## config.mk

```make
export PLATFORM = sky130hd
export DESIGN_NAME = whp_fifo
export DESIGN_NICKNAME = d
export VERILOG_FILES = /design/src/design/whp_pkg.sv /design/src/design/whp_fifo.sv
export SDC_FILE = /design/constraint.sdc
export NUM_CORES = 1
export LEC_CHECK = 0
export BUFFER_PORTS_ARGS = -buffer_cell sky130_fd_sc_hd__buf_2
export CAP_MARGIN = 20
export CORE_AREA = 2 2 403 405
export CTS_CLUSTER_DIAMETER = 150
export DETAILED_ROUTE_END_ITERATION = 8
export DIE_AREA = 0 0 405 407
export SYNTH_ARGS = -nofsm -noshare
export SYNTH_HDL_FRONTEND = slang
export SYNTH_SLANG_ARGS = --single-unit
```

## constraint.sdc

```tcl
create_clock -name clk -period 34 [get_ports clk]
set_input_delay 5.1 -clock clk [delete_from_list [all_inputs] [get_ports clk]]
set_output_delay 5.1 -clock clk [all_outputs]
set_load 0.02 [all_outputs]
```

## src/design/whp_pkg.sv

```systemverilog
// Package: shared types, constants and the table functions of the hash rounds.
`timescale 1ns / 1ps
package whp_pkg;

	localparam int ROUNDS = 10;
	localparam int RND_W  = 4;

	typedef logic [0:7][63:0] lanes_t;

	// One compression job: a 64-byte block and whether it ends the message
	typedef struct packed {
		logic [511:0] blk;
		logic         fin;
	} job_t;

	localparam logic [3:0] MINI_E [16] = '{
		4'h1, 4'hB, 4'h9, 4'hC, 4'hD, 4'h6, 4'hF, 4'h3,
		4'hE, 4'h8, 4'h7, 4'h4, 4'hA, 4'h2, 4'h5, 4'h0
	};
	localparam logic [3:0] MINI_EI [16] = '{
		4'hF, 4'h0, 4'hD, 4'h7, 4'hB, 4'hE, 4'h5, 4'hA,
		4'h9, 4'h2, 4'hC, 4'h1, 4'h3, 4'h4, 4'h8, 4'h6
	};
	localparam logic [3:0] MINI_R [16] = '{
		4'h7, 4'hC, 4'hB, 4'hD, 4'hE, 4'h4, 4'h9, 4'hF,
		4'h6, 4'h3, 4'h8, 4'hA, 4'h2, 4'h5, 4'h1, 4'h0
	};

	function automatic logic [7:0] sbox(input logic [7:0] x);
		logic [3:0] a, b, r;
		a = MINI_E[x[7:4]];
		b = MINI_EI[x[3:0]];
		r = MINI_R[a ^ b];
		return {MINI_E[a ^ r], MINI_EI[b ^ r]};
	endfunction

	function automatic logic [7:0] gf_double(input logic [7:0] v);
		return {v[6:0], 1'b0} ^ (v[7] ? 8'h1D : 8'h00);
	endfunction

	// First column word of the circulant table
	function automatic logic [63:0] circ0(input logic [7:0] x);
		logic [7:0] s, s2, s4, s8;
		s  = sbox(x);
		s2 = gf_double(s);
		s4 = gf_double(s2);
		s8 = gf_double(s4);
		return {s, s, s4, s, s8, s4 ^ s, s2, s8 ^ s};
	endfunction

	// One W round without key addition
	function automatic lanes_t w_round(input lanes_t src);
		lanes_t     dst;
		logic [63:0] w;
		logic [127:0] dbl;
		dst = '0;
		for (int i = 0; i < 8; i++) begin
			for (int t = 0; t < 8; t++) begin
				w   = circ0(src[(i + 8 - t) & 7][63 - 8 * t -: 8]);
				dbl = {w, w} >> (8 * t);
				dst[i] = dst[i] ^ dbl[63:0];
			end
		end
		return dst;
	endfunction

	function automatic logic [63:0] round_const(input logic [RND_W-1:0] r);
		logic [63:0] w;
		logic [7:0]  base;
		w = '0;
		base = {1'b0, r - 4'd1, 3'b000};
		for (int i = 0; i < 8; i++) begin
			w = {w[55:0], sbox(base + 8'(i))};
		end
		return w;
	endfunction

endpackage

```

## src/design/whp_fifo.sv

```systemverilog
// Two-entry job queue between the gathering front and the compression back.
`timescale 1ns / 1ps
module whp_fifo (
	input  logic          clk,
	input  logic          arst_n,
	input  whp_pkg::job_t push_job,
	input  logic          push,
	input  logic          pop,
	output whp_pkg::job_t head,
	output logic          empty,
	output logic          full
);
	import whp_pkg::*;

	job_t       mem_q [2];
	logic       wp_q, rp_q;
	logic [1:0] cnt_q;

	assign empty = (cnt_q == 2'd0);
	assign full  = (cnt_q == 2'd2);
	assign head  = mem_q[rp_q];

	// Store pushed jobs
	always_ff @(posedge clk) begin
		if (push) begin
			mem_q[wp_q] <= push_job;
		end
	end

	// Advance pointers and count
	always_ff @(posedge clk or negedge arst_n) begin
		if (!arst_n) begin
			wp_q  <= 1'b0;
			rp_q  <= 1'b0;
			cnt_q <= 2'd0;
		end else begin
			if (push) wp_q <= ~wp_q;
			if (pop) rp_q <= ~rp_q;
			cnt_q <= cnt_q + {1'b0, push} - {1'b0, pop};
		end
	end
endmodule

```

==> results of run 1 <==
## kinds of logic (layout without fill, tap and decap cells)
family,after synthesis,count (layout),share of synthesized area [%]
XOR/XNOR,3,3,0.1052
adder cells (fa/ha/maj),2,2,0.06377
buffers and inverters,59,1257,1.862
flip-flops,1030,1030,78.79
multiplexers,513,513,19.13
other,0,20,0
AND/OR/NAND/NOR,4,4,0.05740
## report_power, final
group / total [W] / switching [W] / internal, W / leakage (nW)
registers: 0.00175 / 0.0000656 / 0.00169 / 9.68
clock network: 0.00114 / 0.000491 / 0.000653 / 1.69
logic: 0.00154 / 0.000896 / 0.000641 / 8.24
## critical path, cell delays in order, from the launching register on
cell	delay, ns
dfrtp_4	0.88
buf_4	0.67
buf_12	0.55
buf_4	0.74
buf_4	0.88
mux2_4	0.36
buf_2	0.16
## flip-flops by register name, indices dropped and copies added (netlist names)
| signal | count |
|---|---|
| mem_q | 1026 |
| rp_q | 1 |
| cnt_q | 2 |
| wp_q | 1 |
## cell type report
class                           count  share of cell area [%]
Timing Repair Buffer             1054                   10.72
Tap cell                         2160                   5.396
Sequential cell                  1030                   61.72
Antenna cell                       20                 0.09993
Clock buffer                      127                   5.538
Multi-Input combinational cell    522                   15.18
Inverter                            2                 0.01499
Clock inverter                     74                   1.327
## through the flow
stage          worst slack, ns  util [%]  total power (W)  instances
6_report                 23.45     31.26         0.004433       4989
5_1_grt                  23.19     31.26         0.004622       4984
4_1_cts                  23.34     31.23         0.004498       4969
3_5_place_dp             24.14     29.09         0.003337       4768
3_3_place_gp             24.13     29.09         0.003328       4768
2_1_floorplan            5.444         -         0.003094       1611
## path summary, 6_finish.rpt
check / from / to / depth (start not counted)
hold / removal: wp_q$_DFFE_PN0P_ / wp_q$_DFFE_PN0P_ / 1
min in group asynchronous: arst_n / wp_q$_DFFE_PN0P_ / 1
setup / recovery: rp_q$_DFFE_PN0P_ / head[424] / 6
max in group asynchronous: arst_n / rp_q$_DFFE_PN0P_ / 1
hold reg to reg: wp_q$_DFFE_PN0P_ / wp_q$_DFFE_PN0P_ / 1
setup reg to reg: wp_q$_DFFE_PN0P_ / mem_q[0][422]$_DFFE_PP_ / 5
## routing by layer
| metal | vias up | track usage [%] |
|---|---|---|
| li1 | 8708 | - |
| met3 | 264 | 6.042 |
| met5 | - | 0 |
| met1 | 9818 | 13.60 |
| met4 | 20 | 4.314 |
| met2 | 870 | 20.33 |
## cell usage in the layout, fill, tap and decap left out, types with 2 or more instances in the layout
master,instances
buf_2,1031
edfxtp_1,1026
mux2_4,460
clkbuf_16,108
mux2_2,53
clkinv_1,29
clkinv_2,24
diode_2,20
buf_4,20
clkbuf_1,19
bufinv_16,9
clkinv_4,3
dfrtp_1,3
buf_12,3
inv_1,2
xor2_1,2
ha_1,2
clkinv_8,2
inv_16,2
inv_6,2
==> results.md, run 1 <==
* Outcome: finished clean
* Critical Path End Type: output port
* Chip width at 405 um
* Worst vdd ir at approximately 64 uV
* GRT Overall Usage at between 10% and 20%
* Layout area overhead at 27.66%
* Final setup violation count at 0
* Initial core utilization at 24.49%
* # clock sinks at slightly above 1,000
* H-tree depth at 3
* Post-Syn Area at 39,230 um^2
* Pins Over Slew Limit at 0
* Proportion of layout cells with a drive suffix above 1 at between 60% and 70%
* Req. time, crit path at 28.90 ns
* EDFF count, synth at just over 1,000
* Full die area at between 150,000 and 200,000 um^2
* DR top layer: met5
* Antenna violations before repair at 95
* Core ar. at roughly 160,000 um^2
* Met2 wire length at 52.82 mm
* Drt first pass iters at 5
* Final-layout fill cell count at 15,611
* Register area at just over 30,000 um^2
* Setup CP Type: reg -> out
* Synth Area per Inst at 24.35 um^2
* Total CTS buffers at 108
* Multi-input logic area at around 7600 um^2
* Post-synth top cells: edfxtp_1 (1,026), mux2_4 (460), mux2_2 (53)
* RSZ-0062 raised after global routing: no
* Seq/Total Area, Yosys at 78.79%
* Max cap viols at 0
* Setup TNS Final at 0 ns
* Synth unique cells at 14
* CTS tree: yes
* Final instance area at 50,080 um^2
* Max Fanout on Critical Path at 112
* Final Routed Wirelength at roughly 110 mm
* Post-CTS Hold Fix Bufs at 0
* Gate Count Post-Synth at 1,611
* Achievable Freq at 94.79 MHz
* Rel. slew slack at 26.38%
* Yosys warnings at 0
* Area contributors post-synth: edfxtp_1 (79%), mux2_4 (18%), mux2_2 (1.5%)
* Dpl cell area at 46,600 um^2
* Vias per inst at 3.945
* Met3 wire length at 10.75 mm
* Top-area cell type share of the netlist area at between 70% and 80%
* Final Wtd Congestion at 0.8348
* Vias at 19,680
* Chip Height at 407 um
* IO buf count at between 1,000 and 1,500
* Routed Antenna Nets at 0
* Largest net degree at the start of global routing at 152
* Post-CTS Repair Setup Buffers at 0
* Most numerous cell in the Yosys netlist: edfxtp_1
* Ys async rst share at 0.3883%
* Max clock buf depth at 3
* Ys flop type: edfxtp_1
* PwrDens at just under 90 nW/um^2
* Clock Latency Late Sink at 0.71 ns
* Leak Pwr at 19.60 nW
* Yosys top cell by area: edfxtp_1
* Hold Violations, Final at 0
* Syn_nets at 2,130
* Io pins at 1,032
* CTS Root Cell: clkbuf_16
* Clock transition at path regs at 0.06 ns
* Setup crit start kind: flop
* HP Class: reg -> reg
* R2R setup slack at 29.01 ns
* CP arrival at 5.45 ns
* WL per Instance at 21.59 um
* Post-detail-place hpwl at 79.59 mm
* Post-route met1 wirelength at 40.73 mm
* Row count at 147
* PostCTS Resize Cnt at 0
* First-pass GRT wire length at roughly 140 mm
* Vias in the first global route at 19,639
* Nets at ~3,200
* Worst slew pin tran at 1.104 ns
* Min cycle time layout at 10.55 ns
* Number of DRC markers in iteration 0 at 1,289
* Seq cells post-synth at between 1,000 and 1,500
* Setup Skew at 0.01719 ns
* Fin crit share at 31.03%
* Residual DRC at 0
* Global route overflow at 0
* Worst hold slack at 0.5529 ns
(Power assumes the default switching activity.)
==> run 2: changes to the inputs <==
Clock period 34 ns to 10.8 ns, I/O delays scaled along.
==> run 2 against run 1 <==
Net effect:
- first-iteration DRC count rose by 5.7%
- die area did not move
- core utilization barely moved
- critical path depth fell by 2
- setup slack got worse by 18 ns
- register-to-register slack got worse by 21 ns
- via count rose by 0.46%
- total power rose to 3.1 times the previous value
- combinational power rose to 3.2 times the previous value
- count of clock-buffer cells in the layout rose by 12
- critical endpoint is now head[314]
- largest cell class unchanged
- highest routed layer unchanged
==> results.md, run 2 (synthesis gave the netlist of run 1 again) <==
* Outcome: finished clean
* Clock Latency Late Sink at 0.70 ns (about the same)
* Crit path top cell by count: buf_12
* Util after Layout at 31.26% (about the same)
* Final setup violation count at 0 (unchanged)
* Worst path max stage delay at 0.88 ns (about the same)
* Number of DRC markers in iteration 0 at 1,363 (+5.7%)
* Residual DRC at 0 (unchanged)
* Core ar. at 160,200 um^2 (unchanged)
* CP Cell Sequence: buf_12, buf_12, mux2_4, buf_2
* Setup Skew at 0.03054 ns (+0.01335 ns)
* Drt first pass iters at 7 (+2)
* Initial core utilization at 24.49% (unchanged)
* Final Wtd Congestion at 0.8517 (+2.0%)
* Pins Over Slew Limit at 0 (unchanged)
* Post-CTS Hold Fix Bufs at 0 (unchanged)
* PwrDens at 277.9 nW/um^2 (+210%)
* Reg2reg end: mem_q[0][328]$_DFFE_PP_
* Crit. Startpoint: rp_q$_DFFE_PN0P_
* Proportion of layout cells with a drive suffix above 1 at 61.29% (about the same)
* Crit-path slowest cell: dfrtp_4
* Io pins at 1,032 (unchanged)
* RSZ-0062 raised after global routing: no
* Row count at 147 (unchanged)
* Largest registers: mem_q: 1026 flops, cnt_q: 2 flops
* # clock sinks at 1,030 (unchanged)
* CP arrival at 3.84 ns (-1.61 ns)
* Clock transition at path regs at 0.06 ns (about the same)
* Req. time, crit path at 9.18 ns (-19.72 ns)
* Worst hold slack at 0.5575 ns (+0.004609 ns)
* Worst setup margin at 5.343 ns (-18.11 ns)
* Critical Path Sink: head[314]
* WL per Instance at 21.68 um (+0.40%)
* Commonest non-fill, non-tap cell in the layout: buf_2
* First-pass GRT wire length at 143.2 mm (-0.11%)
* PostCTS Resize Cnt at 0 (unchanged)
* Setup WS pre-CTS at 6.129 ns (-18.01 ns)
* Vias in the first global route at 19,952 (+1.6%)
* Post-detail-place hpwl at 78.92 mm (-0.84%)
* M3 GR Usage at 4.917% (-1.1 points)
* Biggest register: mem_q
* Dpl cell area at 46,640 um^2 (about the same)
* Antenna violations before repair at 66 (-31%)
* GRT Overall Usage at 12.29% (+0.022 points)
* Max cap viols at 0 (unchanged)
* Routed Antenna Nets at 0 (unchanged)
* GRT busiest layer: met2
* Worst slew pin tran at 1.050 ns (-0.05443 ns)
* Min cycle time layout at roughly 5.5 ns
* Critical Path End Type: output port
* Global-route met1 utilization at 14.26% (+0.66 points)
* Max FFs per register at 1,026 (unchanged)
* CTS tree: yes
* Leak Pwr at 19.56 nW (-0.21%)
* H-tree depth at 3 (unchanged)
* Hold Violations, Final at 0 (unchanged)
* Chip Height at 407 um (unchanged)
* Vias at 19,771 (+0.46%)
* Chip width at 405 um (unchanged)
* Rel. slew slack at 30.01% (+3.6 points)
* IO buf count at 1,031 (unchanged)
* Most frequent cells in the layout: buf_2 (1,031), edfxtp_1 (1,026), mux2_4 (460)
* R2R depth at 3 (-2)
* Vias per inst at 3.967 (+0.56%)
* HP Class: reg -> reg
* Setup crit start kind: flop
* CTS Root Cell: clkbuf_16
* Largest net degree at the start of global routing at 151 (-0.66%)
* Layout area overhead at 27.63% (about the same)
* Worst vdd ir at 194.4 uV (+210%)
* Global Route met2 Usage at 19.85% (-0.47 points)
* R2R setup slack at 7.59 ns (-21.42 ns)
* Max clock buf depth at 3 (unchanged)
* Total CTS buffers at 109 (+0.93%)
* Reg-to-reg startpoint: wp_q$_DFFE_PN0P_
* Fin crit share at 50.53%
* Post-CTS Repair Setup Buffers at 0 (unchanged)
* Nets at 3,230 (-0.22%)
* Final Routed Wirelength at 108.0 mm (+0.30%)
* Setup TNS Final at 0 ns (unchanged)
* Full die area at 164,800 um^2 (unchanged)
* Final instance area at 50,070 um^2 (about the same)
* Achievable Freq at 183.3 MHz
* Global route overflow at 0 (unchanged)
* Max Fanout on Critical Path at 114 (+1.8%)
* Setup CP Type: reg -> out
-- run 2: changes by cell type in the layout (fill, tap and decap cells not counted), moves of 3 or more --
cell	previous run	this run
clkbuf_1	19	27
clkinv_1	29	19
buf_12	3	11
buf_4	20	4
clkinv_16	1	4
diode_2	20	24
bufinv_16	9	3
-- run 2: layout make-up --
type                       instances  area [um^2]
tap                             2160         2703
inverter                           2        7.507
antenna                           24        60.06
fill                           15585       110100
clock inverter                    61        494.2
multi-input combinational        522         7602
clock buffer                     139         2882
sequential                      1030        30910
timing repair buffer            1046         5410
-- run 2: where the power goes --
| group | total, W | switching (W) | internal (W) |
|---|---|---|---|
| clock | 0.00351 | 0.00155 | 0.00197 |
| combinational | 0.00486 | 0.00283 | 0.00203 |
| sequential | 0.00554 | 0.000230 | 0.00531 |
| total | 0.0139 | 0.00461 | 0.00931 |
-- run 2: worst max-delay path: cells and delay by family, from the launching register on --
kind                   cells  cell delay, ns
multiplexers               1            0.40
flip-flops                 1            0.88
buffers and inverters      3            1.26
-- run 2: through the flow --
stage	total power, W	std cells
3_5_place_dp	0.01054	4760
6_report	0.01392	4984
4_1_cts	0.01411	4960
5_1_grt	0.01450	4972
2_1_floorplan	0.009330	1611
3_3_place_gp	0.01052	4760
-- run 2: worst min path at each step --
| stage | slack, ns | endpoint | cells after the start | start |
|---|---|---|---|---|
| 5_1_grt | 0.57 | wp_q$_DFFE_PN0P_ | 1 | wp_q$_DFFE_PN0P_ |
| 6_report | 0.56 | wp_q$_DFFE_PN0P_ | 1 | wp_q$_DFFE_PN0P_ |
| 4_1_cts | 0.55 | wp_q$_DFFE_PN0P_ | 1 | wp_q$_DFFE_PN0P_ |
| 2_1_floorplan | 0.51 | wp_q$_DFFE_PN0P_ | 1 | wp_q$_DFFE_PN0P_ |
| 3_5_place_dp | 0.54 | wp_q$_DFFE_PN0P_ | 1 | wp_q$_DFFE_PN0P_ |
| 3_3_place_gp | 0.53 | wp_q$_DFFE_PN0P_ | 1 | wp_q$_DFFE_PN0P_ |
-- run 2: metal layers --
metal	wire length (um)	up-vias
li1	-	8707
met4	3416	38
met3	10880	221
met2	52360	874
met1	41170	9931
met5	226	-
